<file path="config.mk">
export PLATFORM = sky130hd
export DESIGN_NAME = mchw_eval
export DESIGN_NICKNAME = d
export VERILOG_FILES = /design/src/sv/mchw_pkg.sv /design/src/sv/mchw_eval.sv
export SDC_FILE = /design/constraint.sdc
export NUM_CORES = 1
export LEC_CHECK = 0
export ABC_AREA = 1
export CAP_MARGIN = 20
export CORE_ASPECT_RATIO = 0.8
export CORE_MARGIN = 4
export CORE_UTILIZATION = 65
export DETAILED_ROUTE_END_ITERATION = 8
export DONT_BUFFER_PORTS = 1
export GPL_TIMING_DRIVEN = 0
export PLACE_DENSITY = 0.85
export RECOVER_POWER = 100
export SYNTH_ARGS = -nofsm -noshare
export SYNTH_HDL_FRONTEND = slang
export SYNTH_SLANG_ARGS = --single-unit
export TNS_END_PERCENT = 20
</file>
<file path="constraint.sdc">
create_clock -name vclk -period 9.31
set_input_delay 1.3965 -clock vclk [all_inputs]
set_output_delay 1.3965 -clock vclk [all_outputs]
set_load 0.01 [all_outputs]
</file>
<file path="src/sv/mchw_pkg.sv">
// Shared types and constants for the multi-channel heartbeat watchdog.
// Request and response payloads, table entry layout, command and state codes.
// No dependencies.
`timescale 1ns / 1ps
`default_nettype none

package mchw_pkg;

	localparam int DEPTH = 32;
	localparam int ADDR_W = $clog2(DEPTH);
	localparam int TOTAL_W = ADDR_W + 1;

	localparam logic [7:0] STRIKE_MAX = 8'd255;
	localparam logic [7:0] KILL_THR_RESET = 8'd3;
	localparam logic [7:0] PANIC_THR_RESET = 8'd5;

	localparam logic CFG_KILL_THR = 1'b0;
	localparam logic CFG_PANIC_THR = 1'b1;

	typedef enum logic [1:0] {
		CMD_REGISTER = 2'd0,
		CMD_PONG     = 2'd1,
		CMD_TICK     = 2'd2
	} cmd_t;

	localparam logic [1:0] KIND_REG_ACK = 2'd0;
	localparam logic [1:0] KIND_PONG_ACK = 2'd1;
	localparam logic [1:0] KIND_TICK = 2'd2;

	typedef enum logic [1:0] {
		ST_IDLE,
		ST_PONG_RD,
		ST_TICK_RD,
		ST_HOLD
	} state_t;

	typedef struct packed {
		logic [1:0]  cmd;
		logic [63:0] now_time;
		logic [4:0]  entry_index;
		logic [31:0] process_id;
		logic [63:0] deadline;
		logic        vital;
	} in_req_t;

	typedef struct packed {
		logic [1:0]  report_kind;
		logic [4:0]  slot;
		logic        accepted;
		logic        overdue;
		logic [7:0]  strikes;
		logic        kill;
		logic        panic;
		logic [31:0] owner_pid;
		logic        last;
	} out_rsp_t;

	typedef struct packed {
		logic [63:0] last_seen;
		logic [63:0] allowed_silence;
		logic [31:0] owner_id;
		logic [7:0]  strikes;
		logic        vital;
	} entry_t;

	typedef struct packed {
		logic       overdue;
		logic [7:0] strikes;
		logic       kill;
		logic       panic;
	} eval_t;

endpackage

`default_nettype wire

</file>
<file path="src/sv/mchw_eval.sv">
// Per-entry tick evaluation: wrapped age against deadline, strike update,
// kill and panic flags. Depends on mchw_pkg.
`timescale 1ns / 1ps
`default_nettype none

module mchw_eval (
	input  var mchw_pkg::entry_t entry,
	input  var logic [63:0]      now_time,
	input  var logic [7:0]       kill_thr,
	input  var logic [7:0]       panic_thr,
	output mchw_pkg::eval_t      result
);

	logic [63:0] age;
	logic        late;
	logic [7:0]  strikes_next;

	assign age = now_time - entry.last_seen;
	assign late = age > entry.allowed_silence;

	always_comb begin
		if (!late) begin
			strikes_next = 8'd0;
		end else if (entry.strikes == mchw_pkg::STRIKE_MAX) begin
			strikes_next = mchw_pkg::STRIKE_MAX;
		end else begin
			strikes_next = entry.strikes + 8'd1;
		end
		result.overdue = late;
		result.strikes = strikes_next;
		result.kill = late && (strikes_next >= kill_thr);
		result.panic = late && entry.vital && (strikes_next >= panic_thr);
	end

endmodule

`default_nettype wire

</file>
* Word level (Yosys, flattened, before mapping) *
Cells that the tools add are included.
W data, S select, Z words.

storage, ports and cells
  logic and storage cells = 11
  memory bits (read-only) = 0
  bits in writable memories = 0
  bits of input ports = 249
  flip-flop bits (word level) = 0
  memories kept = 0
  bits in latches = 0

operators by class
  div/mod/pow operators = 0
  muxes and demuxes = 2
  bitwise logic cells = 0
  magnitude comparators = 3
  $add $sub $neg = 2
  reduce and logical (&&, ||, !) cells = 3
  shifts and indexed selects = 0
  multiply operators = 0
  equal/unequal tests = 1

operators with widths
  operator               count
  $gt A64 B64 Y1         1
  $sub A64 B64 Y64       1
  $ge A8 B8 Y1           2
  $mux W8                2
  $add A8 B1 Y8 const B  1
  $eq A8 B8 Y1 const B   1
  $logic_and A1 B1 Y1    3

* Longest topological paths before layout *
Gate-level depths: netlist of run 1.

  depth in word-level cells = 5
  depth in mapped cells = 37
  mapped depth without buffers = 36

* Worst setup path after synthesis of run 1 *
OpenSTA, ideal clock, no wires.

  kind = input -> output
  from = in now_time[0]
  to = out result[1] in the netlist's numbering
  arrival = 4.946 ns
  data required time = 7.914 ns
  stages = 33
  buffers on the path = 1
  path slack = 2.967 ns
  cells stage by stage = inv_1 -> ha_1 -> inv_1 -> fa_1 -> nand3_1 -> nand2_1 -> nand2_1 -> nand2_1 -> nand2_1 -> nand2_1 -> nand2_1 -> nand3_1 -> nand2_1 -> nand2_1 -> nand2_1 -> nand2_1 -> ha_1 -> nand2_1 -> inv_1 -> nand3_1 -> nor3_1 -> nand3_1 -> nor3_2 -> nand3_1 -> nand2_1 -> buf_6 -> nor2_2 -> ha_1 -> nand2_1 -> o21a_1 -> o221ai_1 -> nor2_1 -> nor2_1

RTL lines
  what             RTL line         text
  start, declared  mchw_eval.sv:8   input var logic [63:0] now_time,
  end, declared    mchw_eval.sv:11  output mchw_pkg::eval_t result

==> flow_summary.ini, run 1 <==
[status]
status = completed

[sta]
max_freq_mhz = 123.3
period_needed_ps = 8110
period_share_pct = 87.11
slew_viol_final = 0
setup_tns_ps = 0
slew_headroom_pct = 67.05
setup_viol = 0
rsz0062_at_grt = false
hold_violations = 0
worst_pin_slew_ps = 489.0

[setup_path]
critical_path.most_common_cell = nand2_1
crit_buf_inv = 4
crit_path_start_kind = input pin
crit_fanout = 10
cpLargestDelayFamily = simple AND/OR/NAND/NOR gates
end_kind = output port
crit_slowest_cell = fa_1
worstPathArrival_ps = 6710
critPathRequiredTime_ps = 7910
critPathKind = in -> out
slowest_delay_ps = 400

[grt]
antenna_found_initial = 0
grt_pass1_wl_mm = 38.87
grt_max_degree = 11
grt_pass1_vias = 8179
grt_usage_pct = 34.96
grt_overflow = 0

[min_path]
worstHoldPathCells = 2
hp-class = in -> out
min_to = result[0]
hp-start = entry[0]

[synth]
avgSynthCellArea_um2 = 5.075
synth_top_family_by_area = simple AND/OR/NAND/NOR gates
synthSimpleGateAreaFrac_pct = 41.69
ys_types = 32
synthMuxAreaShare_pct = 0
syn_inst = 1540
yosys.area_share.adder_pct = 23.31
syn_nets = 1934
synth_xor_area_share_pct = 3.586
synth-compound-area-share_pct = 12.15
synth.cell_area_um2 = 7815
ys_seq_area_share_pct = 0
yosys_warnings = 0

[detailed_routing]
drcViolationCount = 0
wl_mm = 25.28
first_pass_iters = 5
post_drt_wl_per_cell_um = 14.98
routed_via_density = 5.416
ant_nets = 0
vias = 9143
drt_iter0_markers = 857

[clocking]
post-cts-setup-buffers = 0
holdBufCountCts = 0
cts_resized = 0

[floorplanning]
row_count = 35
fp.dieH_um = 106.1
fp.dieW_um = 130.6
core_area_um2 = 11650
floorplan.initialDensity_pct = 67.09
dieArea_um2 = 13850
num_io_pins = 260

[final_layout]
fin_nets = 1936
n_antenna_cell = 0
seq_area_um2 = 0
nClkBuffers = 0
drive_above_1_share_pct = 2.792
final_util_pct = 68.40
fin_cells = 1688
num-fill-cells = 1231
area_growth_pct = 1.953
seq_cells = 0

[placed_design]
port_buffers = 0
place_congestion = 1.064
dp_hpwl_mm = 23.17
place_inst = 1688

[power_and_ir_drop]
p_per_area_nw_per_um2 = 71.64
p_leak_nw = 5.334
ir_worst_vdd_uv = 39.84
p_total_w = 0.0005708

[run]
maxCapViolCount = 0
-- area by class of cell --
cell class                 count  area [um^2]  share of cell area, %
tap                          148        185.2                  2.324
inverter                     396         1486                  18.66
buffer                         2        11.26                 0.1413
multi-input combinational   1142         6285                  78.88
-- layout by cell type (no fill, tap or decap), drive strengths merged, types with 3 or more instances in the layout --
cell type	instances
a21o	5
inv	396
o21bai	10
nand2	532
ha	144
a21oi	115
o21a	3
nor2	143
nand4	21
nand3	64
xor2	31
o21ai	42
nor3	23
-- how the worst max path moves through the flow --
stage / from / to / slack, ps / cells after the start
floorplan: now_time[0] / result[1] / 2970 / 33
global placement: now_time[0] / result[1] / 1960 / 33
detailed placement: now_time[0] / result[0] / 1890 / 34
CTS: now_time[0] / result[0] / 1880 / 34
global route: now_time[0] / result[0] / 740 / 34
finish: now_time[0] / result[0] / 1200 / 34
-- metal layers --
metal | global-route usage [%] | vias to the layer above | share of wire, %
met1 | 52.00 | 3903 | 46
met5 | 0 | - | 0
met4 | 3.891 | 0 | 1.3
met2 | 52.37 | 490 | 39
met3 | 8.187 | 23 | 14
li1 | - | 4727 | -
-- logic make-up after synthesis --
logic type | Yosys count
AND/OR/NAND/NOR | 787
buffers and inverters | 398
AO/OA/AOI/OAI | 178
adder cells (fa/ha/maj) | 145
XOR/XNOR | 32
-- synth_stat cells (all sizes together) --
| master | number | area share [%] |
|---|---|---|
| a21o | 5 | 0.48 |
| a21oi | 115 | 7.4 |
| buf | 2 | 0.24 |
| fa | 1 | 0.26 |
| ha | 144 | 23 |
| inv | 396 | 19 |
| nand2 | 532 | 26 |
| nand3 | 64 | 4.1 |
| nand3b | 1 | 0.096 |
| nand4 | 21 | 1.7 |
| nor2 | 143 | 7.6 |
| nor2b | 1 | 0.080 |
| nor3 | 23 | 2.1 |
| nor4 | 1 | 0.080 |
| o2111ai | 1 | 0.11 |
| o21a | 3 | 0.29 |
| o21ai | 42 | 2.7 |
| o21bai | 10 | 0.96 |
| o221ai | 1 | 0.11 |
| o31ai | 1 | 0.096 |
| or2 | 1 | 0.080 |
| xnor2 | 1 | 0.11 |
| xor2 | 31 | 3.5 |
-- report_power, final --
part | switching [W] | internal [W]
registers | 0 | 0
clock network | 0 | 0
logic | 0.000376 | 0.000195
-- per-stage QoR --
step	worst slack (ps)	hold slack [ps]	area, um^2
finish	1200	2908	7968
global route	740.1	2936	7968
CTS	1880	2907	8000
detailed placement	1892	2907	8000
global placement	1956	2900	8000
floorplan	2967	2898	7815
Power figures use the tool's default switching activity.
==> run 2: changes to the inputs <==
--- a/config.mk
+++ b/config.mk
@@ -8,7 +8,6 @@
 export ABC_AREA = 1
 export CAP_MARGIN = 20
 export CORE_ASPECT_RATIO = 0.8
-export CORE_MARGIN = 4
 export CORE_UTILIZATION = 65
 export DETAILED_ROUTE_END_ITERATION = 8
 export DONT_BUFFER_PORTS = 1
==> run 2 against run 1 <==
  * Die area decreased by 10%
  * Hold slack improved by 12 ps
  * Critical path depth decreased by 8
  * Utilization up 0.26 points
  * Wire length fell by 3.2%
  * Sequential cell count unchanged
  * Global-route usage grew 3.1 points
==> flow_summary.ini, run 2 (synthesis gave the netlist of run 1 again) <==
[detailed_routing]
post_drt_wl_per_cell_um = 14.49
drcViolationCount = 0
routed_via_density = 5.430
drt_iter0_markers = 766
vias = 9166
first_pass_iters = 5
ant_nets = 0
wl_mm = 24.46

[sta]
setup_viol = 0
max_freq_mhz = 124.7
period_share_pct = 86.14
rsz0062_at_grt = false
setup_tns_ps = 0
period_needed_ps = 8020
hold_violations = 0
final.setup.worst_slack_ps = 1290
slew_viol_final = 0
slew_headroom_pct = 51.95
worst_pin_slew_ps = 714.2

[status]
status = completed

[setup_path]
crit_path_start_kind = input pin
end_kind = output port
critPathRequiredTime_ps = 7910
critPathKind = in -> out
worstPathArrival_ps = 6620
crit_fanout = 10

[final_layout]
design_area_um2 = 7968
final_common_cell = nand2_1
area_growth_pct = 1.953
seq_cells = 0
layout_common_cells = 520 x nand2_1, 384 x inv_1, 144 x ha_1, 135 x nor2_1, 114 x a21oi_1
num-fill-cells = 1214
multi_input_area_um2 = 6285
drive_above_1_share_pct = 2.727
seq_area_um2 = 0
fin_cells = 1688
fin_nets = 1936
n_antenna_cell = 0
nClkBuffers = 0

[grt]
grt_overflow = 0
grt_usage_pct = 38.11
grt_pass1_wl_mm = 38.18
antenna_found_initial = 0
grt_max_degree = 11
grt_pass1_vias = 8093

[floorplanning]
core_area_um2 = 11600
floorplan.initialDensity_pct = 67.34
dieArea_um2 = 12470
fp.dieH_um = 100.1
num_io_pins = 260
fp.dieW_um = 124.6
row_count = 35

[power_and_ir_drop]
pwr-share-clk_pct = 0
combPwrFrac_pct = 100.0
ir_worst_vdd_uv = 49.03
p_switching_w = 0.0003735
intPower_w = 0.0001944
swShare_pct = 65.77
p_per_area_nw_per_um2 = 71.27
p_leak_nw = 5.336
p_total_w = 0.0005678
p_seq_share_pct = 0

[clocking]
post-cts-setup-buffers = 0
cts_resized = 0
holdBufCountCts = 0

[min_path]
hp-start = entry[0]
min_to = result[0]
hp-class = in -> out
worstHoldPathCells = 2

[placed_design]
port_buffers = 0
dp_hpwl_mm = 22.36
dp_slack_ps = 1996
place_inst = 1688
postPlaceCellArea_um2 = 8000
place_congestion = 1.052

[run]
maxCapViolCount = 0
[run 2: power by group through the flow]
stage	clock (W)	sequential, W	combinational, W
CTS	0	0	0.000559
global route	0	0	0.000644
global placement	0	0	0.000540
detailed placement	0	0	0.000555
finish	0	0	0.000568
floorplan	0	0	0.000422
[run 2: layer usage]
layer,wire [um],global-route usage [%],vias up
met2,9460,57.88,462
met5,0,0,-
li1,-,-,4715
met4,195,3.429,0
met1,11700,56.83,3975
met3,3101,7.409,14
[run 2: cell type report]
class / count / area share, %
Tap cell: 148 / 2.324
Buffer: 2 / 0.1413
Multi-Input combinational cell: 1142 / 78.88
Inverter: 396 / 18.66
[run 2: critical path: stages]
cell and delay (ps):
inv_1 20, ha_1 400, nand2_1 110, nor2_1 320, nand2_1 170, inv_1 100, nand2_1 80, nor4_1 550
nand2_1 210, nand3_1 130, nand2_1 70, ha_1 290, nand2_1 60, nor2_1 120, nand4_1 270, nor3_1 370
nand3_1 200, nand2_1 130, clkbuf_1 350, nor2_1 210, ha_1 350, nand2_1 70, o21a_1 190, o221ai_1 150
nor2_1 60, nor2_1 240
[run 2: worst max-delay path by stage]
stage / from / to
global route: entry[155] / result[0]
detailed placement: entry[155] / result[1]
finish: entry[155] / result[1]
floorplan: now_time[0] / result[1]
CTS: entry[155] / result[1]
global placement: entry[155] / result[1]
[run 2: per-stage QoR]
stage               hold WS (ps)  utilization, %
finish                      2919           68.66
global placement            2916           68.94
detailed placement          2916           68.94
global route                2927           68.66
CTS                         2919           68.94
floorplan                   2898               -
==> run 3: changes to the inputs <==
--- a/config.mk
+++ b/config.mk
@@ -12,7 +12,7 @@
 export DETAILED_ROUTE_END_ITERATION = 8
 export DONT_BUFFER_PORTS = 1
 export GPL_TIMING_DRIVEN = 0
-export PLACE_DENSITY = 0.85
+export PLACE_DENSITY = 0.9
 export RECOVER_POWER = 100
 export SYNTH_ARGS = -nofsm -noshare
 export SYNTH_HDL_FRONTEND = slang
==> constraint.sdc (replaced) <==
create_clock -name vclk -period 9.31
set_input_delay 1.3965 -clock vclk [all_inputs]
set_output_delay 1.3965 -clock vclk [all_outputs]
set_load 0.1 [all_outputs]
==> run 3 against run 2 <==
  * The run now ends with capacitance limit, slew limit left
  * Critical path depth is 5 higher
  * Utilization is 1.0 points higher
  * Power is 16% higher
  * Sequential share of layout area stayed put
  * Hold slack better by 140 ps
  * Die area stayed put
  * Wire length is 9.2% higher
  * Non-clock buffer count is 4 higher
  * Count of clock-buffer cells in the layout stayed put
  * Combinational power is 16% higher
  * Design area is 1.5% higher
  * Critical endpoint unchanged
  * Largest cell class unchanged
==> flow_summary.ini, run 3 (synthesis gave the netlist of run 1 again) <==
[power_and_ir_drop]
p_total_w = 0.0006609
p_per_area_nw_per_um2 = 81.76
ir_worst_vdd_uv = 50.04
p_leak_nw = 5.370

[sta]
worst_pin_slew_ps = 1760
period_needed_ps = 8808
rsz0062_at_grt = false
worst_hold_slack_ps = 3062
slew_viol_final = 1
max_freq_mhz = 113.5
setup_viol = 0
setup_tns_ps = 0
slew_headroom_pct = -17.79
period_share_pct = 94.60
hold_violations = 0

[run]
maxCapViolCount = 1

[detailed_routing]
routed_via_density = 5.567
post_drt_wl_per_cell_um = 15.78
wl_mm = 26.70
drt_iter0_markers = 749
vias = 9419
drcViolationCount = 0
first_pass_iters = 6
ant_nets = 0

[setup_path]
crit_fanout = 10
crit_path_start_kind = input pin
crit_buf_inv = 7
critical_path_depth = 31
critPathRequiredTime_ps = 7910
slowest_delay_ps = 870
crit_slowest_cell = nor2_2
end_kind = output port
worstPathArrival_ps = 7410
crit_path_start = entry[134]
cpLargestDelayFamily = simple AND/OR/NAND/NOR gates
critical_path.most_common_cell = nand2_1
critPathKind = in -> out

[placed_design]
dp_hpwl_mm = 23.79
place_congestion = 1.005
postPlaceCellArea_um2 = 8003
port_buffers = 0

[grt]
grt_usage_pct = 40.56
grt_max_degree = 11
grt_overflow = 0
antenna_found_initial = 0
grt_pass1_wl_mm = 40.14
grt_pass1_vias = 8346

[final_layout]
nClkBuffers = 0
n_antenna_cell = 0
drive_above_1_share_pct = 3.562
design_area_um2 = 8084
fin_nets = 1940
layout_common_cells = 520 x nand2_1, 383 x inv_1, 144 x ha_1, 128 x nor2_1, 114 x a21oi_1
multi_input_area_um2 = 6332
seq_area_um2 = 0
num-fill-cells = 1122
final_util_pct = 69.66
area_growth_pct = 3.442
final_common_cell = nand2_1
seq_cells = 0

[floorplanning]
fp.dieW_um = 124.6
num_io_pins = 260
core_area_um2 = 11600
row_count = 35
fp.dieH_um = 100.1
floorplan.initialDensity_pct = 67.34
dieArea_um2 = 12470

[min_path]
hp-class = in -> out
hp-start = entry[0]
worstHoldPathCells = 2

[clocking]
holdBufCountCts = 0

[status]
violations = capacitance limit, slew limit
status = finished, violations left
[run 3: final cells by class]
class / instances / area share, %
timing repair buffer: 4 / 0.7584
inverter: 396 / 18.39
buffer: 2 / 0.2322
tap: 148 / 2.291
multi-input combinational: 1142 / 78.33
[run 3: path summary, 6_finish.rpt]
path,end,slack [ps]
worst max-delay path,result[1],500
worst min-delay path,result[0],3060
[run 3: layer usage]
| metal | routed length (um) | vias up | global-route usage [%] |
|---|---|---|---|
| met5 | 91 | - | 5.490 |
| met3 | 3504 | 54 | 11.57 |
| met2 | 10780 | 538 | 63.88 |
| met4 | 607 | 2 | 6.858 |
| met1 | 11720 | 4093 | 54.97 |
| li1 | - | 4732 | - |
[run 3: stage by stage]
stage	std cells	worst slack [ps]
after global routing	1692	174.2
after CTS	1688	389.0
after global placement	1688	55.04
after detailed placement	1688	409.5
final	1692	502.5
after floorplan	1540	1163
[run 3: power breakdown]
group	leakage, nW	switching, W	internal, W
Clock	0	0	0
Sequential	0	0	0
Combinational	5.37	0.000453	0.000208
Total	5.37	0.000453	0.000208
[run 3: what timing repair did]
item                                    CTS  global route
resized for setup                         0             5
endpoints found under the hold margin     0             0
buffers inserted                          0             0
endpoints found under the setup margin    0             2
